==> src/design/hslp_pkg.sv <==
// ----------------------------------------------------------------------------
// hslp_pkg
// Shared constants, codes and mixer constants of the linear-probing hash set.
// ----------------------------------------------------------------------------
`default_nettype none

package hslp_pkg;

  // sizes
  localparam int CAPACITY_DEF = 1024;
  localparam int ID_W         = 63;
  localparam int KEY_W        = 64;
  localparam int CMD_W        = 2;
  localparam int STATUS_W     = 3;
  localparam int SLOT_OUT_W   = 10;
  localparam int FILL_W       = 10;
  localparam int IN_DATA_W    = 64;
  localparam int OUT_DATA_W   = 16;
  localparam int CFG_ADDR_W   = 3;
  localparam int CFG_DATA_W   = 32;

  // queue between hash front and probe back
  localparam int Q_DEPTH = 8;
  localparam int Q_PTR_W = 3;
  localparam int Q_CNT_W = 4;

  localparam logic [FILL_W-1:0] MAX_FILL_RST = 10'd717;

  // commands
  localparam logic [CMD_W-1:0] CMD_INSERT = 2'd0;
  localparam logic [CMD_W-1:0] CMD_QUERY  = 2'd1;
  localparam logic [CMD_W-1:0] CMD_CLEAR  = 2'd2;
  localparam logic [CMD_W-1:0] CMD_NONE   = 2'd3;

  // result status
  localparam logic [STATUS_W-1:0] ST_ADDED   = 3'd0;
  localparam logic [STATUS_W-1:0] ST_DUP     = 3'd1;
  localparam logic [STATUS_W-1:0] ST_FULL    = 3'd2;
  localparam logic [STATUS_W-1:0] ST_FOUND   = 3'd3;
  localparam logic [STATUS_W-1:0] ST_MISSING = 3'd4;
  localparam logic [STATUS_W-1:0] ST_CLEARED = 3'd5;

  // splitmix64 finaliser
  localparam logic [KEY_W-1:0] MIX_GOLDEN = 64'h9e3779b97f4a7c15;
  localparam logic [KEY_W-1:0] MIX_C1     = 64'hbf58476d1ce4e5b9;
  localparam logic [KEY_W-1:0] MIX_C2     = 64'h94d049bb133111eb;
  localparam int MIX_SH0 = 30;
  localparam int MIX_SH1 = 27;
  localparam int MIX_SH2 = 31;

endpackage

`default_nettype wire

==> src/design/hslp_front.sv <==
// ----------------------------------------------------------------------------
// hslp_front
// Input side: takes commands, forms the stored key and runs the 64-bit mixer
// through four register stages, then pushes the item into the queue.
// ----------------------------------------------------------------------------
`default_nettype none

module hslp_front #(
  parameter int SLOT_W = 10
) (
  input  wire logic                           clk,
  input  wire logic                           rst_n,
  input  wire logic                           in_valid,
  output logic                                in_ready,
  input  wire logic [hslp_pkg::CMD_W-1:0]     in_cmd,
  input  wire logic [hslp_pkg::ID_W-1:0]      in_id,
  input  wire logic                           hold,
  input  wire logic                           pop,
  output logic                                push,
  output logic [SLOT_W+hslp_pkg::KEY_W+hslp_pkg::CMD_W-1:0] push_data
);

  localparam int KW = hslp_pkg::KEY_W;
  localparam int CW = hslp_pkg::CMD_W;
  localparam logic [KW-1:0]   GOLD_P1 = hslp_pkg::MIX_GOLDEN + 64'd1;
  localparam logic [31:0]     C1_LO   = hslp_pkg::MIX_C1[31:0];
  localparam logic [31:0]     C1_HI   = hslp_pkg::MIX_C1[63:32];
  localparam logic [31:0]     C2_LO   = hslp_pkg::MIX_C2[31:0];
  localparam logic [31:0]     C2_HI   = hslp_pkg::MIX_C2[63:32];

  // items in flight plus items queued
  logic [hslp_pkg::Q_CNT_W-1:0] occ_r, occ_nxt;
  logic                         enter;

  logic          vld1_r, vld2_r, vld3_r, vld4_r;
  logic [CW-1:0] cmd1_r, cmd2_r, cmd3_r, cmd4_r;
  logic [KW-1:0] key1_r, key2_r, key3_r, key4_r;

  logic [KW-1:0] key0, v0;
  logic [KW-1:0] a1_r;
  logic [KW-1:0] pll_s, pll2_r;
  logic [31:0]   phl_s, plh_s, phl2_r, plh2_r;
  logic [KW-1:0] w3, b3_r;
  logic [KW-1:0] qll_s, qll4_r;
  logic [31:0]   qhl_s, qlh_s, qhl4_r, qlh4_r;
  logic [KW-1:0] x5, h5;
  logic [31:0]   sum2, sum4;

  assign in_ready = !hold && (occ_r < hslp_pkg::Q_CNT_W'(hslp_pkg::Q_DEPTH));
  assign enter    = in_valid && in_ready && (in_cmd != hslp_pkg::CMD_NONE);

  always_comb begin
    occ_nxt = occ_r;
    if (enter && !pop) begin
      occ_nxt = occ_r + 1'b1;
    end else if (!enter && pop) begin
      occ_nxt = occ_r - 1'b1;
    end
  end

  // stage 1: key = id + 1, v = key + golden, xor-shift
  assign key0 = {1'b0, in_id} + 64'd1;
  assign v0   = {1'b0, in_id} + GOLD_P1;

  // stage 2: low 64 bits of a1 * c1 as three partial products
  assign pll_s = a1_r[31:0] * C1_LO;
  assign phl_s = a1_r[63:32] * C1_LO;
  assign plh_s = a1_r[31:0] * C1_HI;

  assign sum2 = phl2_r + plh2_r;
  assign w3   = pll2_r + {sum2, 32'd0};

  assign qll_s = b3_r[31:0] * C2_LO;
  assign qhl_s = b3_r[63:32] * C2_LO;
  assign qlh_s = b3_r[31:0] * C2_HI;

  assign sum4 = qhl4_r + qlh4_r;
  assign x5   = qll4_r + {sum4, 32'd0};
  assign h5   = x5 ^ (x5 >> hslp_pkg::MIX_SH2);

  assign push      = vld4_r;
  assign push_data = {h5[SLOT_W-1:0], key4_r, cmd4_r};

  always_ff @(posedge clk) begin
    if (!rst_n) begin
      occ_r  <= '0;
      vld1_r <= 1'b0;
      vld2_r <= 1'b0;
      vld3_r <= 1'b0;
      vld4_r <= 1'b0;
    end else begin
      occ_r  <= occ_nxt;
      vld1_r <= enter;
      vld2_r <= vld1_r;
      vld3_r <= vld2_r;
      vld4_r <= vld3_r;
    end
  end

  always_ff @(posedge clk) begin
    cmd1_r <= in_cmd;
    key1_r <= key0;
    a1_r   <= v0 ^ (v0 >> hslp_pkg::MIX_SH0);
    cmd2_r <= cmd1_r;
    key2_r <= key1_r;
    pll2_r <= pll_s;
    phl2_r <= phl_s;
    plh2_r <= plh_s;
    cmd3_r <= cmd2_r;
    key3_r <= key2_r;
    b3_r   <= w3 ^ (w3 >> hslp_pkg::MIX_SH1);
    cmd4_r <= cmd3_r;
    key4_r <= key3_r;
    qll4_r <= qll_s;
    qhl4_r <= qhl_s;
    qlh4_r <= qlh_s;
  end

endmodule

`default_nettype wire

==> config.mk <==
export PLATFORM = sky130hd
export DESIGN_NAME = hslp_front
export DESIGN_NICKNAME = d
export VERILOG_FILES = /design/src/design/hslp_pkg.sv /design/src/design/hslp_front.sv
export SDC_FILE = /design/constraint.sdc
export NUM_CORES = 2
export LEC_CHECK = 0
export CORE_AREA = 10 10 387 389
export DETAILED_ROUTE_END_ITERATION = 12
export DIE_AREA = 0 0 397 399
export DONT_BUFFER_PORTS = 1
export PLACE_DENSITY = 0.55
export SYNTH_ARGS = -nofsm -noshare
export SYNTH_HDL_FRONTEND = slang
export SYNTH_SLANG_ARGS = --single-unit
==> constraint.sdc <==
create_clock -name clk -period 8.1 [get_ports clk]
set_input_delay 1.62 -clock clk [delete_from_list [all_inputs] [get_ports clk]]
set_output_delay 1.62 -clock clk [all_outputs]
set_load 0.01 [all_outputs]
=== Yosys cells after proc, flatten, opt, wreduce, memory -nomap -nowiden ===
Index checks and enable logic that the tools add are counted.

* Word-level logic and storage cells: 51
* Bits in registers: 584

* Reductions and logical operators: 9
* Add/subtract/negate cells: 8
* Bitwise logic cells: 3
* Magnitude comparators: 1
* Equality and inequality tests: 1
* $mul: 6
* Muxes and demuxes: 2

{| class="wikitable"
|+ Operator list
! cell !! count
|-
| adder 61 x 64 -> 64 bit || 1
|-
| adder 63 x 1 -> 64 bit, second input constant || 1
|-
| adder 63 x 64 -> 64 bit, second input constant || 1
|-
| XOR 64 x 34 -> 64 bit || 1
|-
| XOR 64 x 37 -> 64 bit || 1
|-
| multiplier 32 x 29 -> 61 bit, second input constant || 1
|-
| adder 41 bit || 1
|-
| multiplier 32 x 29 -> 41 bit, second input constant || 1
|-
| adder 32 bit || 1
|-
| multiplier 32 x 29 -> 32 bit, second input constant || 1
|-
| multiplier 32 x 29 -> 9 bit, second input constant || 1
|-
| multiplier 32 x 32 -> 32 bit, second input constant || 1
|-
| multiplier 32 x 32 -> 9 bit, second input constant || 1
|-
| XOR 10 bit || 1
|-
| adder 9 bit || 1
|-
| 2-to-1 mux 4 bit || 2
|-
| logical AND 1 bit || 5
|-
| adder 4 x 1 -> 4 bit, second input constant || 1
|-
| less-than comparator 4 bit, second input constant || 1
|-
| subtractor 4 x 1 -> 4 bit, second input constant || 1
|-
| zero test 1 bit || 3
|-
| != test 2 bit, second input constant || 1
|-
| nonzero test 2 bit || 1
|}

=== Longest topological paths before layout ===
* Depth in word-level cells: 8
* Depth in mapped cells: 26
* Gate-level depth less buffers: 26

=== Least setup slack after synthesis ===
OpenSTA, ideal clock, no wires.

* Path type: reg2reg
* From: reg a1_r[12]
* To: reg pll2_r[57]
* Stages on the path, launching flop included: 25
* Setup time: 125 ps
* Path buffers: 0
* Slack: 1075 ps
* Period minus slack after synthesis: 7025 ps
* Data arrival time: 6900 ps
* Data required time: 7975 ps
* Cells stage by stage: dfxtp_1 -> ha_1 -> fa_1 -> inv_1 -> fa_1 -> inv_1 -> fa_1 -> fa_1 -> fa_1 -> fa_1 -> inv_1 -> fa_1 -> inv_1 -> ha_1 -> nand3_1 -> nor2_1 -> nand2_1 -> o311a_1 -> o31ai_1 -> nand2_1 -> o31ai_2 -> a2111oi_0 -> o311ai_1 -> a21oi_1 -> xnor2_1

* Cells in the longest elaborated chain, start to end: 1

{| class="wikitable"
|+ Ends and longest elaborated chain
! element !! RTL line !! RTL
|-
| start: declaration || hslp_front.sv:40 || <nowiki>logic [KW-1:0] a1_r;</nowiki>
|-
| start signal: assignment || hslp_front.sv:103 || <nowiki>a1_r <= v0 ^ (v0 >> hslp_pkg::MIX_SH0);</nowiki>
|-
| multiplier 32 x 29 -> 61 bit || hslp_front.sv:66 || <nowiki>assign pll_s = a1_r[31:0] * C1_LO;</nowiki>
|-
| net pll_s[57] || hslp_front.sv:41 || <nowiki>logic [KW-1:0] pll_s, pll2_r;</nowiki>
|-
| end signal: assignment || hslp_front.sv:106 || <nowiki>pll2_r <= pll_s;</nowiki>
|-
| end: declaration || hslp_front.sv:41 ||
|}

The timed path passes the listed nets, and every way through them passes these cells.
A chain may end at the register's enable or synchronous reset.

=== Worst setup path in the final report ===
* From: reg a1_r[6]
* To: reg pll2_r[57]

The elaborated chain is that of the path after synthesis.

==> flow_metrics.tcl <==
set metrics [dict create \
    status "complete, no violations" \
    gr-total-overflow 0 \
    portBuffers 0 \
    hp-class "register to register" \
    finClkSkew_ps 77.3 \
    syn_inst 6073 \
    grt_pass1_vias 44300 \
    syn-cell-area_um2 63500 \
    setup_ws_ps 410 \
    cts_root_buffer "clkbuf_16" \
    grt_first_pass_wirelength_um 281000 \
    fin_crit_sh 0.949 \
    htreeDepth 2 \
    die_y_um 399 \
    ys_warn_count 0 \
    clock.fmax_ghz 0.130 \
    critPathLaunchType "register" \
    tns_ps 0 \
    drv_slew 0 \
    worst-path-max-fanout 9 \
    rows 139 \
    grt_usage 0.239 \
    totalWireLength_um 186000 \
    grt_max_degree 20 \
    synth.avg_cell_area_um2 10.5 \
    ys_seq_area_frac 0.169 \
    cts_resized 0 \
    dr.pass1.iters 5 \
    cts_tree "yes" \
    synth_nets 8315 \
    cts.sinks 535 \
    final.min_clock_period_ps 7690 \
    avgViaCountPerCell 4.96 \
    pre_cts_slack_ps 270 \
    ant_nets 0 \
    ys_ff_latch 535 \
    wire_per_inst_um 22.8 \
    whs_path_depth 0 \
    place_hpwl_um 167000 \
    ys_async_sr_fraction 0 \
    drcViolationCount 0 \
    finalHoldViolCount 0 \
    core_area_um2 142000 \
    antenna_found_initial 1 \
    r2r_slack_ps 410 \
    dieArea_um2 158000 \
    crit_required_ps 8730 \
    critPathCaptureType "register" \
    crit_arrival_ps 8320 \
    syn_to_final_growth_pct 8.42 \
    vias 40600 \
    nNetsFinal 8467 \
    reg2regPathDepth 27 \
    layout_common_cells "inv_1, fa_1, ha_1" \
    synth-edff-count 0 \
    cts_buffers 61 \
    pin_count 148 \
    clk_latency_ps 720 \
    postCtsHoldBufs 0 \
    drt_iter0_drc 1950 \
    setup_violations 0 \
    postCtsSetupBuffers 0 \
    ys_types 80 \
    layout-drive-gt1-share 0.0408 \
    maxSlewHeadroom 0.0721 \
    ys.flop_type "dfxtp_1" \
    start_util 0.446 \
    clk_pin_slew_worst_paths_ps 70 \
    maxCapViolCount 0 \
    final_common_cell "inv_1" \
    rsz0062_at_grt "false" \
    critPathKind "register to register" \
    die_w_um 397 \
    place.gp.congestion 1.00 \
    clockBufferDepth 3 \
    worstMarginPinSlew_ps 1380 \
]
==> worst paths after layout <==
check | end | start
setup / recovery | pll2_r[57] | a1_r[6]
hold / removal | key3_r[25] | key2_r[25]
setup reg to reg | pll2_r[57] | a1_r[6]
hold reg to reg | key3_r[25] | key2_r[25]
==> registers in the layout (all words and copies together), names as in the netlist, 2 cells and up <==
| register | flops |
|---|---|
| qll4_r | 17 |
| qlh4_r | 9 |
| key1_r | 64 |
| plh2_r | 32 |
| cmd2_r | 2 |
| key4_r | 64 |
| cmd1_r | 2 |
| pll2_r | 59 |
| a1_r | 64 |
| occ_r | 4 |
| key2_r | 64 |
| b3_r | 41 |
| phl2_r | 32 |
| qhl4_r | 9 |
| cmd4_r | 2 |
| key3_r | 64 |
| cmd3_r | 2 |
==> metrics by stage <==
step	cells	hold WS [ps]	cell area, µm²	util
3_3_place_gp	8065	310	66600	0.468
3_5_place_dp	8065	312	66600	0.468
6_report	8183	314	68800	0.483
2_1_floorplan	6073	310	63500	-
5_1_grt	8180	324	68800	0.483
4_1_cts	8180	317	68800	0.483
==> final cells by class <==
cell class / count / area [µm²]
repair buffers: 117 / 903
flip-flops and latches: 535 / 10700
multi-input cells: 3786 / 46200
diodes: 3 / 7.51
fillers: 13400 / 73600
clock inverters: 37 / 468
well taps: 1903 / 2380
inverters: 1724 / 6470
clock buffers: 78 / 1690
==> Yosys cell counts, types with 16 or more instances <==
| library cell | n | area [µm²] |
|---|---|---|
| ha_1 | 1084 | 13600 |
| o21bai_1 | 38 | 285 |
| nor2_1 | 140 | 526 |
| and2_1 | 22 | 138 |
| clkbuf_1 | 23 | 86.3 |
| o21a_1 | 29 | 218 |
| inv_1 | 1724 | 6470 |
| xor2_1 | 146 | 1280 |
| fa_1 | 1088 | 21800 |
| dfxtp_1 | 535 | 10700 |
| or3_1 | 17 | 106 |
| nand3_1 | 57 | 285 |
| nor2b_1 | 20 | 125 |
| a21o_1 | 80 | 601 |
| nor3_1 | 46 | 230 |
| xnor2_1 | 360 | 3150 |
| a31oi_1 | 16 | 100 |
| and3_1 | 29 | 181 |
| nand2b_1 | 19 | 119 |
| o21ai_0 | 82 | 410 |
| nand2_1 | 145 | 544 |
| a21oi_1 | 176 | 881 |
| nand4_1 | 25 | 156 |
==> per-layer routing <==
| layer | up-vias | wire length, µm | track usage |
|---|---|---|---|
| li1 | 19000 | - | - |
| met2 | 1038 | 88900 | 0.404 |
| met1 | 20200 | 78600 | 0.304 |
| met5 | - | 0 | 0 |
| met3 | 284 | 10800 | 0.0425 |
| met4 | 0 | 8200 | 0.0900 |
==> critical path, cell delays in order (launching register included) <==
cell       delay [ps]
dfxtp_1           550
buf_4             300
ha_1              450
ha_1              230
inv_1              50
fa_1              530
fa_1              460
fa_1              550
inv_1              50
fa_1              450
fa_1              490
inv_1              50
fa_1              470
inv_1              40
ha_1              390
nand2_1           110
a21oi_1            40
a221oi_1          410
o311a_1           240
buf_4             150
o31ai_1           130
nand2_1           160
o31ai_2            80
buf_4             160
a2111oi_1         520
o311ai_1          170
a21oi_1           190
xnor2_1           140
==> cell families (layout without fill, tap and decap cells) <==
kind of cell / Yosys count / in the layout / share of synthesized area
fa+ha+maj: 2172 / 2172 / 0.557
buf+inv: 1752 / 1956 / 0.104
simple gates: 562 / 562 / 0.0434
compound gates: 540 / 540 / 0.0561
flops: 535 / 535 / 0.169
xor+xnor: 508 / 508 / 0.0706
mux: 4 / 4 / 0.000631
other cells: 0 / 3 / 0
Power is left out: the tool's default activity adds up to more than one toggle a clock period on the data nets, which glitch-free logic cannot reach.
