$ cat config.mk
export PLATFORM = sky130hd
export DESIGN_NAME = hslp_back
export DESIGN_NICKNAME = d
export VERILOG_FILES = /design/src/design/hslp_pkg.sv /design/src/design/hslp_back.sv
export SDC_FILE = /design/constraint.sdc
export NUM_CORES = 1
export LEC_CHECK = 0
export BUFFER_PORTS_ARGS = -buffer_cell sky130_fd_sc_hd__buf_2
export CORE_UTILIZATION = 54
export CTS_BUF_LIST = sky130_fd_sc_hd__clkbuf_2
export DETAILED_ROUTE_END_ITERATION = 12
export PLACE_DENSITY = 0.95
export SYNTH_ARGS = -nofsm -noshare
export SYNTH_HDL_FRONTEND = slang
export SYNTH_SLANG_ARGS = --single-unit
$ cat constraint.sdc
create_clock -name clk -period 9 [get_ports clk]
set_clock_uncertainty 0.1 [all_clocks]
set_input_delay 1.35 -clock clk [delete_from_list [all_inputs] [get_ports clk]]
set_output_delay 1.35 -clock clk [all_outputs]
set_load 0.02 [all_outputs]
$ cat src/design/hslp_pkg.sv
// ----------------------------------------------------------------------------
// hslp_pkg
// Shared constants, codes and mixer constants of the linear-probing hash set.
// ----------------------------------------------------------------------------
`default_nettype none

package hslp_pkg;

  // sizes
  localparam int CAPACITY_DEF = 1024;
  localparam int ID_W         = 63;
  localparam int KEY_W        = 64;
  localparam int CMD_W        = 2;
  localparam int STATUS_W     = 3;
  localparam int SLOT_OUT_W   = 10;
  localparam int FILL_W       = 10;
  localparam int IN_DATA_W    = 64;
  localparam int OUT_DATA_W   = 16;
  localparam int CFG_ADDR_W   = 3;
  localparam int CFG_DATA_W   = 32;

  // queue between hash front and probe back
  localparam int Q_DEPTH = 8;
  localparam int Q_PTR_W = 3;
  localparam int Q_CNT_W = 4;

  localparam logic [FILL_W-1:0] MAX_FILL_RST = 10'd717;

  // commands
  localparam logic [CMD_W-1:0] CMD_INSERT = 2'd0;
  localparam logic [CMD_W-1:0] CMD_QUERY  = 2'd1;
  localparam logic [CMD_W-1:0] CMD_CLEAR  = 2'd2;
  localparam logic [CMD_W-1:0] CMD_NONE   = 2'd3;

  // result status
  localparam logic [STATUS_W-1:0] ST_ADDED   = 3'd0;
  localparam logic [STATUS_W-1:0] ST_DUP     = 3'd1;
  localparam logic [STATUS_W-1:0] ST_FULL    = 3'd2;
  localparam logic [STATUS_W-1:0] ST_FOUND   = 3'd3;
  localparam logic [STATUS_W-1:0] ST_MISSING = 3'd4;
  localparam logic [STATUS_W-1:0] ST_CLEARED = 3'd5;

  // splitmix64 finaliser
  localparam logic [KEY_W-1:0] MIX_GOLDEN = 64'h9e3779b97f4a7c15;
  localparam logic [KEY_W-1:0] MIX_C1     = 64'hbf58476d1ce4e5b9;
  localparam logic [KEY_W-1:0] MIX_C2     = 64'h94d049bb133111eb;
  localparam int MIX_SH0 = 30;
  localparam int MIX_SH1 = 27;
  localparam int MIX_SH2 = 31;

endpackage

`default_nettype wire

$ cat src/design/hslp_back.sv
// ----------------------------------------------------------------------------
// hslp_back
// Probe engine: walks the slot table one slot per cycle from the home slot,
// inserts or reports, sweeps the table on clear and after reset, and holds
// the result register.
// ----------------------------------------------------------------------------
`default_nettype none

module hslp_back #(
  parameter int CAPACITY = 1024,
  parameter int SLOT_W   = 10
) (
  input  wire logic                               clk,
  input  wire logic                               rst_n,
  input  wire logic [hslp_pkg::FILL_W-1:0]        max_fill,
  input  wire logic                               q_empty,
  input  wire logic [SLOT_W+hslp_pkg::KEY_W+hslp_pkg::CMD_W-1:0] q_head,
  output logic                                    q_pop,
  output logic                                    init_busy,
  output logic                                    ram_we,
  output logic      [SLOT_W-1:0]                  ram_waddr,
  output logic      [hslp_pkg::KEY_W-1:0]         ram_wdata,
  output logic      [SLOT_W-1:0]                  ram_raddr,
  input  wire logic [hslp_pkg::KEY_W-1:0]         ram_rdata,
  output logic                                    out_valid,
  input  wire logic                               out_ready,
  output logic      [hslp_pkg::STATUS_W-1:0]      out_status,
  output logic      [hslp_pkg::SLOT_OUT_W-1:0]    out_slot
);

  localparam int KW    = hslp_pkg::KEY_W;
  localparam int CW    = hslp_pkg::CMD_W;
  localparam int LIM_W = (SLOT_W > hslp_pkg::FILL_W) ? SLOT_W : hslp_pkg::FILL_W;
  localparam logic [SLOT_W-1:0] LAST_SLOT = SLOT_W'(CAPACITY - 1);
  localparam logic [LIM_W-1:0]  CAP_LIM   = LIM_W'(CAPACITY - 1);

  localparam logic [1:0] S_SWEEP = 2'd0;
  localparam logic [1:0] S_IDLE  = 2'd1;
  localparam logic [1:0] S_PROBE = 2'd2;

  logic [1:0]        state_r, state_nxt;
  logic [SLOT_W-1:0] pos_r, pos_nxt;
  logic [SLOT_W-1:0] count_r, count_nxt;
  logic              report_r, report_nxt;
  logic [CW-1:0]     cmd_r, cmd_nxt;
  logic [KW-1:0]     key_r, key_nxt;

  logic                              out_valid_r, out_valid_nxt;
  logic [hslp_pkg::STATUS_W-1:0]     out_status_r, out_status_nxt;
  logic [hslp_pkg::SLOT_OUT_W-1:0]   out_slot_r, out_slot_nxt;

  logic [CW-1:0]     h_cmd;
  logic [KW-1:0]     h_key;
  logic [SLOT_W-1:0] h_home;

  logic              out_free, hit, vacant, full;
  logic [LIM_W-1:0]  fill_ext, limit, count_ext, pos_ext;

  assign h_cmd  = q_head[CW-1:0];
  assign h_key  = q_head[CW+KW-1:CW];
  assign h_home = q_head[CW+KW+SLOT_W-1:CW+KW];

  assign out_free  = !out_valid_r || out_ready;
  assign hit       = (ram_rdata == key_r);
  assign vacant    = (ram_rdata == '0);
  assign fill_ext  = LIM_W'(max_fill);
  assign limit     = (fill_ext > CAP_LIM) ? CAP_LIM : fill_ext;
  assign count_ext = LIM_W'(count_r);
  assign pos_ext   = LIM_W'(pos_r);
  assign full      = (count_ext >= limit);

  assign init_busy = (state_r == S_SWEEP) && !report_r;

  always_comb begin
    state_nxt      = state_r;
    pos_nxt        = pos_r;
    count_nxt      = count_r;
    report_nxt     = report_r;
    cmd_nxt        = cmd_r;
    key_nxt        = key_r;
    out_valid_nxt  = out_valid_r && !out_ready;
    out_status_nxt = out_status_r;
    out_slot_nxt   = out_slot_r;
    q_pop          = 1'b0;
    ram_we         = 1'b0;
    ram_waddr      = pos_r;
    ram_wdata      = '0;
    ram_raddr      = pos_r;

    unique case (state_r)
      S_SWEEP: begin
        ram_we = 1'b1;
        if (pos_r == LAST_SLOT) begin
          if (!report_r) begin
            state_nxt = S_IDLE;
          end else if (out_free) begin
            out_valid_nxt  = 1'b1;
            out_status_nxt = hslp_pkg::ST_CLEARED;
            out_slot_nxt   = '0;
            report_nxt     = 1'b0;
            state_nxt      = S_IDLE;
          end
        end else begin
          pos_nxt = pos_r + 1'b1;
        end
      end
      S_IDLE: begin
        if (!q_empty) begin
          q_pop   = 1'b1;
          cmd_nxt = h_cmd;
          key_nxt = h_key;
          if (h_cmd == hslp_pkg::CMD_CLEAR) begin
            pos_nxt    = '0;
            count_nxt  = '0;
            report_nxt = 1'b1;
            state_nxt  = S_SWEEP;
          end else begin
            pos_nxt   = h_home;
            ram_raddr = h_home;
            state_nxt = S_PROBE;
          end
        end
      end
      S_PROBE: begin
        if (hit || vacant) begin
          if (out_free) begin
            out_valid_nxt = 1'b1;
            state_nxt     = S_IDLE;
            if (cmd_r == hslp_pkg::CMD_QUERY) begin
              out_status_nxt = hit ? hslp_pkg::ST_FOUND : hslp_pkg::ST_MISSING;
              out_slot_nxt   = hit ? pos_ext[hslp_pkg::SLOT_OUT_W-1:0] : '0;
            end else if (hit) begin
              out_status_nxt = hslp_pkg::ST_DUP;
              out_slot_nxt   = pos_ext[hslp_pkg::SLOT_OUT_W-1:0];
            end else if (full) begin
              out_status_nxt = hslp_pkg::ST_FULL;
              out_slot_nxt   = '0;
            end else begin
              ram_we         = 1'b1;
              ram_wdata      = key_r;
              count_nxt      = count_r + 1'b1;
              out_status_nxt = hslp_pkg::ST_ADDED;
              out_slot_nxt   = pos_ext[hslp_pkg::SLOT_OUT_W-1:0];
            end
          end
        end else begin
          // occupied by another key: step to the next slot, wrapping
          pos_nxt   = pos_r + 1'b1;
          ram_raddr = pos_r + 1'b1;
        end
      end
      default: begin
        state_nxt = S_IDLE;
      end
    endcase
  end

  always_ff @(posedge clk) begin
    if (!rst_n) begin
      state_r     <= S_SWEEP;
      pos_r       <= '0;
      count_r     <= '0;
      report_r    <= 1'b0;
      out_valid_r <= 1'b0;
    end else begin
      state_r     <= state_nxt;
      pos_r       <= pos_nxt;
      count_r     <= count_nxt;
      report_r    <= report_nxt;
      out_valid_r <= out_valid_nxt;
    end
  end

  always_ff @(posedge clk) begin
    cmd_r        <= cmd_nxt;
    key_r        <= key_nxt;
    out_status_r <= out_status_nxt;
    out_slot_r   <= out_slot_nxt;
  end

  assign out_valid  = out_valid_r;
  assign out_status = out_status_r;
  assign out_slot   = out_slot_r;

endmodule

`default_nettype wire

After elaboration in Yosys (flattened, before gate mapping):

Cells that the tools add are included.

* bits in registers: 103
* input bits: 154
* output and inout port bits: 101
* word-level logic and storage cells: 119

* $add $sub $neg: 2
* order comparisons: 2
* equal/unequal tests: 17
* muxes and demuxes: 69
* bitwise gates (word level): 1
* reductions and logical operators: 19

Operator list (count)
* 64-bit 2-to-1 mux: 6
* 10-bit 2-to-1 mux: 23
* 64-bit == test: 1
* 64-bit logical NOT: 1
* 10-bit one-hot mux with 2 select lines: 3
* 10-bit one-hot mux with 3 select lines: 1
* 3-bit 2-to-1 mux: 7
* 10-bit by 1-bit adder with 10-bit output (second input constant): 2
* 2-bit != test (second input constant): 10
* 1-bit 2-to-1 mux: 16
* 2-bit 2-to-1 mux: 8
* 10-bit == test (second input constant): 1
* 10-bit >= comparator: 1
* 10-bit greater-than comparator (second input constant): 1
* 8-bit AND reduction: 1
* 1-bit one-hot mux with 2 select lines: 3
* 2-bit one-hot mux with 3 select lines: 1
* 3-bit one-hot mux with 2 select lines: 1
* 3-bit AND reduction: 2
* 6-bit AND reduction: 1
* 2-bit nonzero test: 3
* 2-bit by 1-bit == test with 1-bit output (second input constant): 2
* 2-bit == test (second input constant): 2
* 4-bit AND reduction: 1
* 8 further kinds: 12

Logic depth before layout (Yosys ltp):

* depth after elaboration: 9
* depth in mapped cells: 11
* gate-level depth less buffers: 9

Least setup slack after synthesis:

OpenSTA, ideal clock, no wires.

* path type: in2out
* start point: input port q_empty
* end point: output port q_pop
* arrival time: 4558 ps
* data required time: 7550 ps
* setup slack: 2992 ps
* cell stages on the path: 1
* buffers on the path: 0
* cell sequence: nor2b_1

* cells in the longest elaborated chain, start to end: 2

Ends and longest elaborated chain
* from (decl): line hslp_back.sv:16 `input wire logic q_empty,`
* 1-bit 2-to-1 mux: line hslp_back.sv:108 `if (!q_empty) begin`
* 1-bit 2-to-1 mux: line hslp_back.sv:90 `unique case (state_r)`
* to (decl): line hslp_back.sv:18 `output logic q_pop,`

No other way between the ends.

Worst setup path after layout:

* start point: input port ram_rdata[1] (netlist name)
* end point: output port ram_wdata[37] (netlist name)

* cells in the longest elaborated chain, start to end: 6
* elaborated cells between the ends (all ways): 8
* those cells by class: 1 x eq/ne; 5 x mux; 2 x reduce/logical

Ends and longest elaborated chain
* from (decl): line hslp_back.sv:24 `input wire logic [hslp_pkg::KEY_W-1:0] ram_rdata,`
* 64-bit == test: line hslp_back.sv:64 `assign hit = (ram_rdata == key_r);`
* 64-bit 2-to-1 mux: line hslp_back.sv:132 `end else if (hit) begin`
* 64-bit 2-to-1 mux: line hslp_back.sv:129 `if (cmd_r == hslp_pkg::CMD_QUERY) begin`
* 64-bit 2-to-1 mux: line hslp_back.sv:126 `if (out_free) begin`
* 64-bit 2-to-1 mux *: line hslp_back.sv:125 `if (hit || vacant) begin`
* 64-bit 2-to-1 mux *: line hslp_back.sv:90
* to (decl): line hslp_back.sv:22 `output logic [hslp_pkg::KEY_W-1:0] ram_wdata,`

Every way passes the cells marked *; elsewhere a longest branch is shown, timed or not.

==> metrics.cfg <==
[power]
power_density_nw_per_um2=110.3
power_leakage_uw=0.003083
p_total_uw=830.5
ir_worst_vdd_v=0.00009976

[timing]
tightest_slew_ps=908.6
hold_ws_ps=415.1
rsz0062_at_grt=false
finalCriticalPeriod_ps=5463
relSlewSlack=0.3943
final_hold_viol_count=0
period_share=0.6070
drv_slew=0
fmax_mhz=183.1
finalSetupTns_ps=0
setup_viol=0

[drt]
wl_per_cell_um=19.15
firstDrtPassIters=6
wl_met3_um=1558
via_count=5807
drtIter0Drc=523
wl_um=18880
routed-wl-met2_um=9369
drt-met1-wl_um=7274
dr.max_layer_used=met4
antenna_left=0
drc=0
vias_per_cell=5.889

[global_route]
grt-ovfl-total=0
grt_start_max_net_pins=66
grt_first_pass_wirelength_um=28190
antenna_found_initial=1
grt_util_all_layers=0.3274
grt_pass1_vias=5489

[finish]
multiInputGateArea_um2=3002
drive_gt1_frac=0.3377
area_growth_pct=24.78
regArea_um2=2853
finalNetCount=1009
fill_cells=872
fin_util=0.6946

[cts]
cts_max_level=3
cts_tree=done
post_cts_resize_count=0
cts-buffers-inserted=9
hold_buffers=0
cts_setup_buffers=0
clockBufferDepth=2
root_buffer=clkbuf_2
clk-insertion-delay-late_ps=620
clk_pin_slew_ps=240
cts_sinks=103

[worst_hold_path]
hold_depth=2
hold_end=count_ext[9]$_SDFFE_PN0P_
hold_class=reg -> reg
min_from=count_ext[9]$_SDFFE_PN0P_

[placement]
io_buffer_count=254
gp_congestion=0.9753
hpwlAfterDp_um=15020

[critical_path]
end_kind=output port
slowest_delay_ps=760
path_class=in -> out
crit_chain=buf_2 > nor4_1 > nand4_1 > or4_1 > nor4_2 > buf_4 > and2_1 > buf_2
reg2reg_slack_ps=5600
worst_r2r_path_depth=8
cp_max_fo=65
cp_slowest_cell=or4_1
setup.worst_path.start_class=input pin
timing.rr.end=ram_waddr[1]$_SDFFE_PN0P_
r2r_start=state_r[0]$_SDFFE_PN0P_
crit_required_ps=7550
critPathArrivalTime_ps=4010
crit_top_cell=buf_2

[synth]
syn_inst=599
synth_xor_area_frac=0.09579
ys_top_cells_by_count=79 x edfxtp_1, 78 x and2_1, 65 x xnor2_1
synth_top_family_by_area=simple AND/OR/NAND/NOR gates
netlist_area_um2=6035
synth_seq_cells=103
synth_edf_count=79
synth_most_common_cell=edfxtp_1
async_flop_share=0
synth_top_cell_area_share=0.3931
ys_seq_area_frac=0.4727
avgSynthCellArea_um2=10.07
ys_warn_count=0
synth_fa_ha_area_frac=0.03317
synth_compound_area_frac=0.1240
yosysTopAreaCell=edfxtp_1
synth_ff_type=edfxtp_1
muxShareOfSynthArea=0.005183
synth_area_leaders=edfxtp_1 39%, xnor2_1 9.4%, and2_1 8.1%
synth_fp_nets=769
synthSimpleGateAreaFrac=0.2360
synth_cell_type_count=60

[run]
drv_cap=0

[floorplanning]
die_x_um=107.7
core_area_um2=10840
dieArea_um2=11600
core.rowCount=38
initial_core_util=0.5567
fp.dieH_um=107.7
io_pins=255

[status]
status=complete, no violations

## cells in the final DEF (no fill, tap or decap), types with 3 or more instances in the layout
cell type  Yosys  layout
a211oi_1       4       4
a21boi_0       3       3
a21oi_1       17      17
a22o_1         3       3
a311o_1        3       3
a311oi_1       4       4
a31oi_1        7       7
a41oi_1        3       3
and2_1        78      78
buf_2          2     254
buf_4          0       3
clkbuf_2       2      10
dfxtp_1       24      24
edfxtp_1      79      79
ha_1          16      16
inv_1         22      22
nand2_1       52      52
nand2b_1       7       7
nand3_1       21      21
nand4_1       25      25
nor2_1        17      17
nor2b_1        4       3
nor3_1         7       7
nor4_1        22      21
o21ai_0       25      25
o221ai_1       5       5
o311ai_0       8       8
o31ai_1        4       4
or3_1          8       8
xnor2_1       65      65
## cell families after synthesis
logic type / after synthesis
mux: 3
compound gates: 107
xor+xnor: 66
simple gates: 254
flops: 103
buf+inv: 50
fa+ha+maj: 16
## flip-flops by register name, summed over array words and instances (netlist names)
| signal | count |
|---|---|
| cmd_r | 2 |
| out_slot | 10 |
| report_r | 1 |
| state_r | 2 |
| key_r | 64 |
| ram_waddr | 10 |
| out_status | 3 |
| count_ext | 10 |
| out_valid | 1 |
## worst max-delay path, delay by kind of cell
kind	cells	cell delay [ps]
AND/OR/NAND/NOR	5	1860
buffers and inverters	3	770
## area by class of cell
class                   instances  area share
clock inverters                 6    0.009139
well taps                     140     0.02326
diodes                          2   0.0006647
clock buffers                  10    0.006647
repair buffers                257      0.1718
multi-input cells             446      0.3986
inverters                      22     0.01097
flip-flops and latches        103      0.3789
## how the worst max path moves through the flow
| stage | from | end | slack [ps] | cells past startpoint |
|---|---|---|---|---|
| after floorplan | q_empty | q_pop | 2990 | 1 |
| after global placement | ram_rdata[33] | ram_wdata[58] | 3590 | 8 |
| after detailed placement | ram_rdata[1] | ram_wdata[37] | 3560 | 8 |
| after CTS | ram_rdata[1] | ram_wdata[37] | 3560 | 8 |
| after global routing | ram_rdata[26] | ram_raddr[0] | 3280 | 9 |
| final | ram_rdata[1] | ram_wdata[37] | 3540 | 8 |
## per-stage QoR
stage	cell area [um^2]	setup WS, ps	std cells
after floorplan	6035	2992	599
after global placement	7406	3587	968
after detailed placement	7406	3555	968
after CTS	7525	3556	984
after global routing	7527	3283	985
final	7530	3537	986
## power breakdown
group / switching [uW] / internal [uW]
clock network: 159 / 67.4
logic: 44.8 / 43.8
registers: 3.55 / 512
total: 208 / 623
## metal layers
layer	vias to the layer above	track usage
li1	2692	-
met1	2691	0.3948
met2	370	0.5696
met3	54	0.06416
met4	0	0.1350
met5	-	0
Note: power is estimated with default switching activity, not from simulation.
